**src/rtl/nirtc_pkg.sv**
```systemverilog
// ----------------------------------------------------------------------------
// nirtc_pkg
// Shared types, codes and helper functions of the nibble-indexed RTC device.
// ----------------------------------------------------------------------------
package nirtc_pkg;

    // Request kinds carried in s_tuser.
    localparam logic [1:0] MODE_WRITE = 2'd0;
    localparam logic [1:0] MODE_READ  = 2'd1;
    localparam logic [1:0] MODE_TICK  = 2'd2;

    // Bus offset of the nibble-serial window.
    localparam logic [3:0] WINDOW_OFFSET = 4'd10;

    // Window phase codes.
    localparam logic [1:0] PHASE_INDEX = 2'd0;
    localparam logic [1:0] PHASE_HIGH  = 2'd1;
    localparam logic [1:0] PHASE_LOW   = 2'd2;

    // Clock store entries that the tick logic walks through, in carry order.
    localparam logic [2:0] FIELD_SECONDS = 3'd0;
    localparam logic [2:0] FIELD_MINUTES = 3'd1;
    localparam logic [2:0] FIELD_HOURS   = 3'd2;
    localparam logic [2:0] FIELD_DAYS    = 3'd3;
    localparam logic [2:0] FIELD_MONTHS  = 3'd4;
    localparam logic [2:0] FIELD_YEARS   = 3'd5;

    localparam logic [3:0] REG_MONTHS  = 4'd4;
    localparam logic [3:0] REG_YEARS   = 4'd5;
    localparam logic [3:0] REG_CONTROL = 4'd15;

    localparam logic [7:0] CLOCK_RESET_IMAGE [16] = '{
        8'h00, 8'h00, 8'h00, 8'h01, 8'h01, 8'h80, 8'h01, 8'h01,
        8'h00, 8'h0A, 8'h28, 8'h12, 8'h0A, 8'h4E, 8'h00, 8'h01
    };

    // Commands from the controller to the datapath.
    typedef struct packed {
        logic       capture;   // latch the accepted request
        logic       bus_exec;  // perform the bus access of the latched request
        logic       tick_en;   // advance one time field
        logic [2:0] field;     // time field that tick_en works on
        logic       out_load;  // move the result into the output register
    } cmd_t;

    // Status from the datapath to the controller.
    typedef struct packed {
        logic is_tick;       // latched request is a one-second tick
        logic tick_enabled;  // run bit of the control entry
        logic carry;         // current time field wrapped and carries on
    } status_t;

    // A byte read as two decimal digits; nibbles above nine count at face value.
    function automatic logic [7:0] bcd_decode(input logic [7:0] b);
        logic [7:0] hi;
        hi = {4'b0000, b[7:4]};
        return (hi << 3) + (hi << 1) + {4'b0000, b[3:0]};
    endfunction

    function automatic logic [7:0] days_in_month(input logic [7:0] month,
                                                 input logic       leap);
        logic [7:0] days;
        case (month)
            8'd2:                       days = leap ? 8'd29 : 8'd28;
            8'd4, 8'd6, 8'd9, 8'd11:    days = 8'd30;
            default:                    days = 8'd31;
        endcase
        return days;
    endfunction

endpackage

```
**src/rtl/nibble_indexed_rtc_register_device.sv**
```systemverilog
// ----------------------------------------------------------------------------
// nibble_indexed_rtc_register_device
// Bus register block with a nibble-serial BCD real-time clock store.
// ----------------------------------------------------------------------------
// Each request on the s_ channel is a bus write, a bus read or a one-second
// tick, selected by s_tuser; s_tdata carries the bus offset and write byte.
// Every request returns exactly one byte on the m_ channel: the read data
// for a read, zero otherwise.
// A bus request is accepted while the block is idle, executed in the next
// cycle, and its result is then loaded into the output register in the
// response state once that register is free, which raises m_tvalid. A tick
// with the run bit set walks the seconds, minutes, hours, day, month and
// year fields through one shared BCD incrementer, one field per cycle until
// the carry stops or the year field is reached.
// The output register holds its result while m_tready is low; a finished
// result waits there, and the block accepts no new request until it has
// been able to load the result of the current one.
// Reset (aresetn low at a clock edge) clears the byte registers and the
// window pointer and loads the clock store with its default image at once.
// ----------------------------------------------------------------------------
module nibble_indexed_rtc_register_device (
    input  logic        aclk,
    input  logic        aresetn,
    input  logic        s_tvalid,
    output logic        s_tready,
    input  logic [15:0] s_tdata,   // [3:0] offset, [11:4] write_data
    input  logic [1:0]  s_tuser,   // [1:0] mode
    output logic        m_tvalid,
    input  logic        m_tready,
    output logic [7:0]  m_tdata    // [7:0] read_data
);

    nirtc_pkg::cmd_t    cmd;
    nirtc_pkg::status_t status;

    nirtc_ctrl u_ctrl (
        .aclk     (aclk),
        .aresetn  (aresetn),
        .s_tvalid (s_tvalid),
        .s_tready (s_tready),
        .m_tvalid (m_tvalid),
        .m_tready (m_tready),
        .status   (status),
        .cmd      (cmd)
    );

    nirtc_datapath u_datapath (
        .aclk    (aclk),
        .aresetn (aresetn),
        .cmd     (cmd),
        .s_tuser (s_tuser),
        .s_tdata (s_tdata),
        .status  (status),
        .m_tdata (m_tdata)
    );

endmodule

```
**src/rtl/nirtc_ctrl.sv**
```systemverilog
// ----------------------------------------------------------------------------
// nirtc_ctrl
// Sequencer: accepts a request, runs the bus access or the tick carry chain
// one field per cycle, and hands the result to the output register.
// ----------------------------------------------------------------------------
module nirtc_ctrl (
    input  logic               aclk,
    input  logic               aresetn,
    input  logic               s_tvalid,
    output logic               s_tready,
    output logic               m_tvalid,
    input  logic               m_tready,
    input  nirtc_pkg::status_t status,
    output nirtc_pkg::cmd_t    cmd
);

    typedef enum logic [1:0] {
        ST_IDLE,
        ST_EXEC,
        ST_TICK,
        ST_RESP
    } state_t;

    state_t     state_reg;
    logic [2:0] field_reg;
    logic       m_tvalid_reg;

    assign s_tready = (state_reg == ST_IDLE);
    assign m_tvalid = m_tvalid_reg;

    always_comb begin
        cmd          = '0;
        cmd.field    = nirtc_pkg::FIELD_SECONDS;
        case (state_reg)
            ST_IDLE: begin
                cmd.capture = s_tvalid;
            end
            ST_EXEC: begin
                cmd.bus_exec = 1'b1;
            end
            ST_TICK: begin
                cmd.tick_en = 1'b1;
                cmd.field   = field_reg;
            end
            ST_RESP: begin
                cmd.out_load = !m_tvalid_reg || m_tready;
            end
            default: begin
                cmd = '0;
            end
        endcase
    end

    always_ff @(posedge aclk) begin
        if (!aresetn) begin
            state_reg    <= ST_IDLE;
            field_reg    <= nirtc_pkg::FIELD_SECONDS;
            m_tvalid_reg <= 1'b0;
        end else begin
            // A new result may replace the one leaving in the same cycle.
            if (cmd.out_load) begin
                m_tvalid_reg <= 1'b1;
            end else if (m_tvalid_reg && m_tready) begin
                m_tvalid_reg <= 1'b0;
            end
            case (state_reg)
                ST_IDLE: begin
                    if (s_tvalid) begin
                        state_reg <= ST_EXEC;
                    end
                end
                ST_EXEC: begin
                    if (status.is_tick && status.tick_enabled) begin
                        state_reg <= ST_TICK;
                        field_reg <= nirtc_pkg::FIELD_SECONDS;
                    end else begin
                        state_reg <= ST_RESP;
                    end
                end
                ST_TICK: begin
                    // The chain stops at the first field that does not wrap.
                    if (status.carry && field_reg != nirtc_pkg::FIELD_YEARS) begin
                        field_reg <= field_reg + 3'd1;
                    end else begin
                        state_reg <= ST_RESP;
                    end
                end
                ST_RESP: begin
                    if (cmd.out_load) begin
                        state_reg <= ST_IDLE;
                    end
                end
                default: begin
                    state_reg <= ST_IDLE;
                end
            endcase
        end
    end

endmodule

```
**src/rtl/nirtc_datapath.sv**
```systemverilog
// ----------------------------------------------------------------------------
// nirtc_datapath
// Byte registers, clock store, window pointer, BCD incrementer and the
// result and output registers.
// ----------------------------------------------------------------------------
module nirtc_datapath (
    input  logic               aclk,
    input  logic               aresetn,
    input  nirtc_pkg::cmd_t    cmd,
    input  logic [1:0]         s_tuser,  // [1:0] mode
    input  logic [15:0]        s_tdata,  // [3:0] offset, [11:4] write_data
    output nirtc_pkg::status_t status,
    output logic [7:0]         m_tdata   // [7:0] read_data
);

    logic [1:0] mode_reg;
    logic [3:0] offset_reg;
    logic [7:0] wdata_reg;
    logic [7:0] result_reg;
    logic [7:0] m_data_reg;

    logic [7:0] control_bytes_reg [8];
    logic [7:0] clock_store_reg [16];
    logic [1:0] phase_reg;
    logic [3:0] index_reg;

    logic [3:0]  rd_addr;
    logic [7:0]  entry;
    logic [7:0]  inc_sum;
    logic [15:0] inc_prod;
    logic [4:0]  inc_q;
    logic [7:0]  inc_r;
    logic [7:0]  inc_byte;
    logic [7:0]  month_dec;
    logic [7:0]  year_dec;
    logic        leap;
    logic [7:0]  month_days;

    logic        store_we;
    logic [3:0]  store_addr;
    logic [7:0]  store_data;
    logic        ctl_we;
    logic [1:0]  phase_next;
    logic [3:0]  index_next;
    logic [7:0]  result_next;
    logic        carry;

    // One read port serves both the window and the tick walk.
    assign rd_addr = cmd.tick_en ? {1'b0, cmd.field} : index_reg;
    assign entry   = clock_store_reg[rd_addr];

    // BCD increment; the divide by ten is a reciprocal multiply, exact
    // for every sum this byte can produce.
    assign inc_sum  = nirtc_pkg::bcd_decode(entry) + 8'd1;
    assign inc_prod = {8'h00, inc_sum} * 16'd205;
    assign inc_q    = inc_prod[15:11];
    assign inc_r    = inc_sum - (({3'b000, inc_q} << 3) + ({3'b000, inc_q} << 1));
    assign inc_byte = {inc_q[3:0], inc_r[3:0]};

    // 1900 + year is a leap year exactly when the year is a nonzero
    // multiple of four, over the whole range that two digits can decode to.
    assign month_dec  = nirtc_pkg::bcd_decode(clock_store_reg[nirtc_pkg::REG_MONTHS]);
    assign year_dec   = nirtc_pkg::bcd_decode(clock_store_reg[nirtc_pkg::REG_YEARS]);
    assign leap       = (year_dec[1:0] == 2'b00) && (year_dec != 8'd0);
    assign month_days = nirtc_pkg::days_in_month(month_dec, leap);

    always_comb begin
        store_we    = 1'b0;
        store_addr  = rd_addr;
        store_data  = entry;
        ctl_we      = 1'b0;
        phase_next  = phase_reg;
        index_next  = index_reg;
        result_next = 8'h00;
        carry       = 1'b0;

        if (cmd.tick_en) begin
            store_we = 1'b1;
            case (cmd.field)
                nirtc_pkg::FIELD_SECONDS, nirtc_pkg::FIELD_MINUTES: begin
                    carry      = (inc_byte >= 8'h60);
                    store_data = carry ? 8'h00 : inc_byte;
                end
                nirtc_pkg::FIELD_HOURS: begin
                    carry      = (inc_byte >= 8'h24);
                    store_data = carry ? 8'h00 : inc_byte;
                end
                nirtc_pkg::FIELD_DAYS: begin
                    carry      = (nirtc_pkg::bcd_decode(inc_byte) > month_days);
                    store_data = carry ? 8'h01 : inc_byte;
                end
                nirtc_pkg::FIELD_MONTHS: begin
                    carry      = (inc_byte > 8'h12);
                    store_data = carry ? 8'h01 : inc_byte;
                end
                nirtc_pkg::FIELD_YEARS: begin
                    store_data = (inc_sum >= 8'd100) ? 8'h00 : inc_byte;
                end
                default: begin
                    store_we = 1'b0;
                end
            endcase
        end else if (cmd.bus_exec) begin
            if (mode_reg == nirtc_pkg::MODE_WRITE) begin
                if (!offset_reg[3]) begin
                    ctl_we = 1'b1;
                end else if (offset_reg == nirtc_pkg::WINDOW_OFFSET) begin
                    case (phase_reg)
                        nirtc_pkg::PHASE_INDEX: begin
                            index_next = wdata_reg[3:0];
                            phase_next = nirtc_pkg::PHASE_HIGH;
                        end
                        nirtc_pkg::PHASE_HIGH: begin
                            store_we   = 1'b1;
                            store_data = {wdata_reg[3:0], entry[3:0]};
                            phase_next = nirtc_pkg::PHASE_LOW;
                        end
                        nirtc_pkg::PHASE_LOW: begin
                            store_we   = 1'b1;
                            store_data = {entry[7:4], wdata_reg[3:0]};
                            phase_next = nirtc_pkg::PHASE_INDEX;
                        end
                        default: begin
                            phase_next = phase_reg;
                        end
                    endcase
                end
            end else if (mode_reg == nirtc_pkg::MODE_READ) begin
                if (!offset_reg[3]) begin
                    // The lower four byte registers are write-only.
                    result_next = offset_reg[2] ? control_bytes_reg[offset_reg[2:0]] : 8'h00;
                end else if (offset_reg == nirtc_pkg::WINDOW_OFFSET) begin
                    case (phase_reg)
                        nirtc_pkg::PHASE_HIGH: begin
                            result_next = {4'h0, entry[7:4]};
                            phase_next  = nirtc_pkg::PHASE_LOW;
                        end
                        nirtc_pkg::PHASE_LOW: begin
                            result_next = {4'h0, entry[3:0]};
                            phase_next  = nirtc_pkg::PHASE_INDEX;
                        end
                        default: begin
                            result_next = 8'h00;
                        end
                    endcase
                end else begin
                    result_next = 8'hFF;
                end
            end
        end
    end

    assign status.is_tick      = (mode_reg == nirtc_pkg::MODE_TICK);
    assign status.tick_enabled = clock_store_reg[nirtc_pkg::REG_CONTROL][0];
    assign status.carry        = carry;

    assign m_tdata = m_data_reg;

    always_ff @(posedge aclk) begin
        if (!aresetn) begin
            for (int i = 0; i < 8; i++) begin
                control_bytes_reg[i] <= 8'h00;
            end
            for (int i = 0; i < 16; i++) begin
                clock_store_reg[i] <= nirtc_pkg::CLOCK_RESET_IMAGE[i];
            end
            phase_reg <= nirtc_pkg::PHASE_INDEX;
            index_reg <= 4'd0;
        end else begin
            if (ctl_we) begin
                control_bytes_reg[offset_reg[2:0]] <= wdata_reg;
            end
            if (store_we) begin
                clock_store_reg[store_addr] <= store_data;
            end
            phase_reg <= phase_next;
            index_reg <= index_next;
        end
    end

    always_ff @(posedge aclk) begin
        if (cmd.capture) begin
            mode_reg   <= s_tuser;
            offset_reg <= s_tdata[3:0];
            wdata_reg  <= s_tdata[11:4];
        end
        if (cmd.bus_exec) begin
            result_reg <= result_next;
        end
        if (cmd.out_load) begin
            m_data_reg <= result_reg;
        end
    end

endmodule
```
**config.mk**
```make
export PLATFORM = sky130hd
export DESIGN_NAME = nibble_indexed_rtc_register_device
export DESIGN_NICKNAME = d
export VERILOG_FILES = /design/src/rtl/nirtc_pkg.sv /design/src/rtl/nibble_indexed_rtc_register_device.sv /design/src/rtl/nirtc_ctrl.sv /design/src/rtl/nirtc_datapath.sv
export SDC_FILE = /design/constraint.sdc
export NUM_CORES = 1
export LEC_CHECK = 0
export BUFFER_PORTS_ARGS = -buffer_cell sky130_fd_sc_hd__clkbuf_2
export CAP_MARGIN = 20
export CORE_MARGIN = 2
export CORE_UTILIZATION = 50
export DETAILED_ROUTE_END_ITERATION = 8
export GPL_TIMING_DRIVEN = 0
export PLACE_DENSITY = 0.75
export SETUP_SLACK_MARGIN = 0.1
export SLEW_MARGIN = 25
export SYNTH_ARGS = -nofsm -noshare
export SYNTH_HDL_FRONTEND = slang
export SYNTH_SLANG_ARGS = --single-unit
```
**constraint.sdc**
```tcl
create_clock -name aclk -period 34.7 [get_ports aclk]
set_clock_uncertainty 0.05 [all_clocks]
set_input_delay 3.47 -clock aclk [delete_from_list [all_inputs] [get_ports aclk]]
set_output_delay 3.47 -clock aclk [all_outputs]
set_load 0.03 [all_outputs]
```
==> metrics.yaml <==
outcome:
  outcome: "finished clean"
synthesis:
  ys_types: 90
  synth-async-reset-ratio_pct: 0
  syn-num-nets: 1268
  syn_avg_cell_area_sq_um: 12.00
  synth-main-ff-cell: "edfxtp_1"
  syn_inst: 1145
  synth_edf_count: 222
  ys_ff_latch: 237
  yosys_warnings: 0
  yosysSeqAreaShare_pct: 50.72
  synth_area_sq_mm: 0.01374
hold_path:
  min_path_type: "reg -> reg"
  holdPathEnd: "u_datapath.m_tdata[5]$_DFFE_PP_"
  hp-start: "u_datapath.result_reg[5]$_SDFFCE_PP0P_"
  min_path_cells: 0
clock_tree:
  clk_pin_slew_ns: 0.07
  cts-root-buf: "clkbuf_16"
  post_cts_buffers: 0
  cts_tree: "yes"
  cts_buffer_depth: 3
  numCtsBuffers: 24
  cts.sinks: 237
  cts_hold_buffers: 0
  cts_resized: 0
  clock_latency_ns: 0.53
  htree_levels: 1
global_route:
  grt-ovfl-total: 0
  groute.usage.overall_pct: 22.80
  grt_pass1_wl_um: 50910
  first_global_vias: 9431
  antenna_found_initial: 0
  grt_start_max_net_pins: 16
critical_path:
  rr_startpoint: "u_ctrl.state_reg[0]$_SDFFE_PN0P_"
  cp_common_cell: "inv_1"
  required_ns: 34.90
  slowest_delay_ns: 0.75
  critPathBufInv: 10
  r2r_cells: 47
  cpMaxStageDelayCell: "buf_1"
  cp.arrival_ns: 13.82
  ff2ff_setup_slack_ns: 21.08
  crit_family: "adder cells"
  crit_path_start_kind: "flop"
  crit_cells: 47
  worst-path-max-fanout: 10
  crit_type: "reg -> reg"
  cp-end-kind: "flop"
  reg2reg_to: "u_datapath.clock_store_reg[6][1]$_SDFFCE_PN0P_"
sta:
  worst_pin_slew_ns: 0.9249
  timing.final.max_slew_violations: 0
  slew_headroom_pct: 37.86
  fmax_ghz: 0.07342
  fin_setup_tns_ns: 0
  hold_viol_final: 0
  setup_viol: 0
  fin_crit_sh_pct: 39.25
  period_needed_ns: 13.62
  rsz0062_at_grt: "no"
floorplan:
  ios: 32
  dieArea_sq_mm: 0.02881
  rows: 60
  core_area_sq_mm: 0.02695
  die_h_um: 169.7
  start_util_pct: 50.97
  die_w_um: 169.7
layout:
  drive_gt1_share_pct: 14.23
  finalNetCount: 1321
  final_area_sq_mm: 0.01513
  antenna_cells: 0
  largest_register_ffs: 128
  layout.area.seq_sq_mm: 0.006967
  fillers: 2243
  syn_to_final_growth_pct: 10.14
  multi_input_area_sq_mm: 0.006295
routing:
  drt_iter0_drc: 921
  wl_per_cell_um: 20.72
  routed_wl_um: 32270
  drtAntennaViolNets: 0
  drcViolationCount: 0
  vias: 9345
  vias_per_cell: 6.002
  dr.pass1.iters: 5
place:
  hpwl_um: 23980
  gp_congestion: 0.9008
  postPlaceCellArea_sq_mm: 0.01430
  portBuffers: 27
run:
  maxCapViolations: 0
[per-stage QoR]
step / utilization (%) / std cells / hold slack (ns) / setup WS (ns)
2_1_floorplan: - / 1145 / 0.3503 / 23.33
3_3_place_gp: 53.05 / 1513 / 0.3524 / 21.27
3_5_place_dp: 53.05 / 1513 / 0.3599 / 21.25
4_1_cts: 56.08 / 1557 / 0.3743 / 21.17
5_1_grt: 56.13 / 1557 / 0.3837 / 20.27
6_report: 56.13 / 1557 / 0.3744 / 21.08
[layer usage]
| layer | share of wire (%) | track usage [%] | vias up |
|---|---|---|---|
| met3 | 6.0 | 3.218 | 68 |
| li1 | - | - | 4352 |
| met4 | 2.9 | 7.321 | 0 |
| met1 | 43 | 31.18 | 4575 |
| met2 | 48 | 37.87 | 350 |
| met5 | 0 | 0 | - |
[cells by family (layout without fill, tap and decap cells)]
group	Yosys count	count (layout)	share of synthesized area (%)
xor gates and xnor gates	19	19	1.375
adders and majority gates	103	103	10.28
muxes	64	64	8.727
and+or+nand+nor	405	405	15.28
buffers and inverters	120	191	3.553
AOI/OAI and AO/OA	197	197	10.07
DFF	237	237	50.72
[how the worst max path moves through the flow]
stage                     slack [ns]                                              end                             start
after floorplan                23.33  u_datapath.clock_store_reg[10][2]$_SDFFCE_PN0P_  u_ctrl.state_reg[0]$_SDFFE_PN0P_
after global placement         21.27   u_datapath.clock_store_reg[7][1]$_SDFFCE_PN0P_  u_ctrl.state_reg[0]$_SDFFE_PN0P_
after detailed placement       21.25   u_datapath.clock_store_reg[4][1]$_SDFFCE_PN0P_  u_ctrl.state_reg[0]$_SDFFE_PN0P_
after CTS                      21.17   u_datapath.clock_store_reg[7][1]$_SDFFCE_PN0P_  u_ctrl.state_reg[0]$_SDFFE_PN0P_
after global routing           20.27   u_datapath.clock_store_reg[7][1]$_SDFFCE_PN0P_  u_ctrl.state_reg[0]$_SDFFE_PN0P_
final                          21.08   u_datapath.clock_store_reg[6][1]$_SDFFCE_PN0P_  u_ctrl.state_reg[0]$_SDFFE_PN0P_
[layout by cell type (no fill, tap or decap), types with 15 or more instances in the layout]
cell type and n:
a21oi_1 79, and2_1 76, clkbuf_1 34, clkbuf_16 25, clkbuf_2 28, dfxtp_1 15, edfxtp_1 222, fa_1 17
ha_1 84, inv_1 64, mux4_2 42, nand2_1 93, nand3_1 27, nor2_1 94, nor2b_1 38
[Yosys cell counts, drive strengths merged, types with 6 or more instances]
| cell type | count | area share, % |
|---|---|---|
| edfxtp | 222 | 49 |
| nor2 | 94 | 2.6 |
| nand2 | 93 | 2.5 |
| ha | 84 | 7.7 |
| a21oi | 81 | 3.1 |
| and2 | 77 | 3.5 |
| inv | 66 | 1.8 |
| mux4 | 42 | 6.9 |
| nor2b | 38 | 1.7 |
| clkbuf | 32 | 0.88 |
| nand3 | 29 | 1.1 |
| o21ai | 24 | 0.90 |
| buf | 21 | 0.82 |
| fa | 17 | 2.5 |
| dfxtp | 15 | 2.2 |
| nor3 | 14 | 0.59 |
| xnor2 | 14 | 1.0 |
| mux2 | 13 | 1.1 |
| a31oi | 12 | 0.55 |
| nand2b | 10 | 0.46 |
| a21o | 9 | 0.49 |
| mux2i | 9 | 0.75 |
| a32oi | 8 | 0.51 |
| o22ai | 8 | 0.36 |
| or2 | 8 | 0.36 |
| and3 | 7 | 0.32 |
| o31ai | 7 | 0.48 |
| a22oi | 6 | 0.36 |
| o2111ai | 6 | 0.73 |
[final cells by class]
type | count | share of cell area (%)
Timing Repair Buffer | 27 | 0.8932
Multi-Input combinational cell | 788 | 41.61
Clock inverter | 14 | 1.009
Buffer | 53 | 1.547
Inverter | 67 | 1.679
Clock buffer | 30 | 4.392
Tap cell | 341 | 2.820
Sequential cell | 237 | 46.05
Power is not shown: default switching activity piles up to over one toggle a cycle in this logic, so the estimate is an artifact.
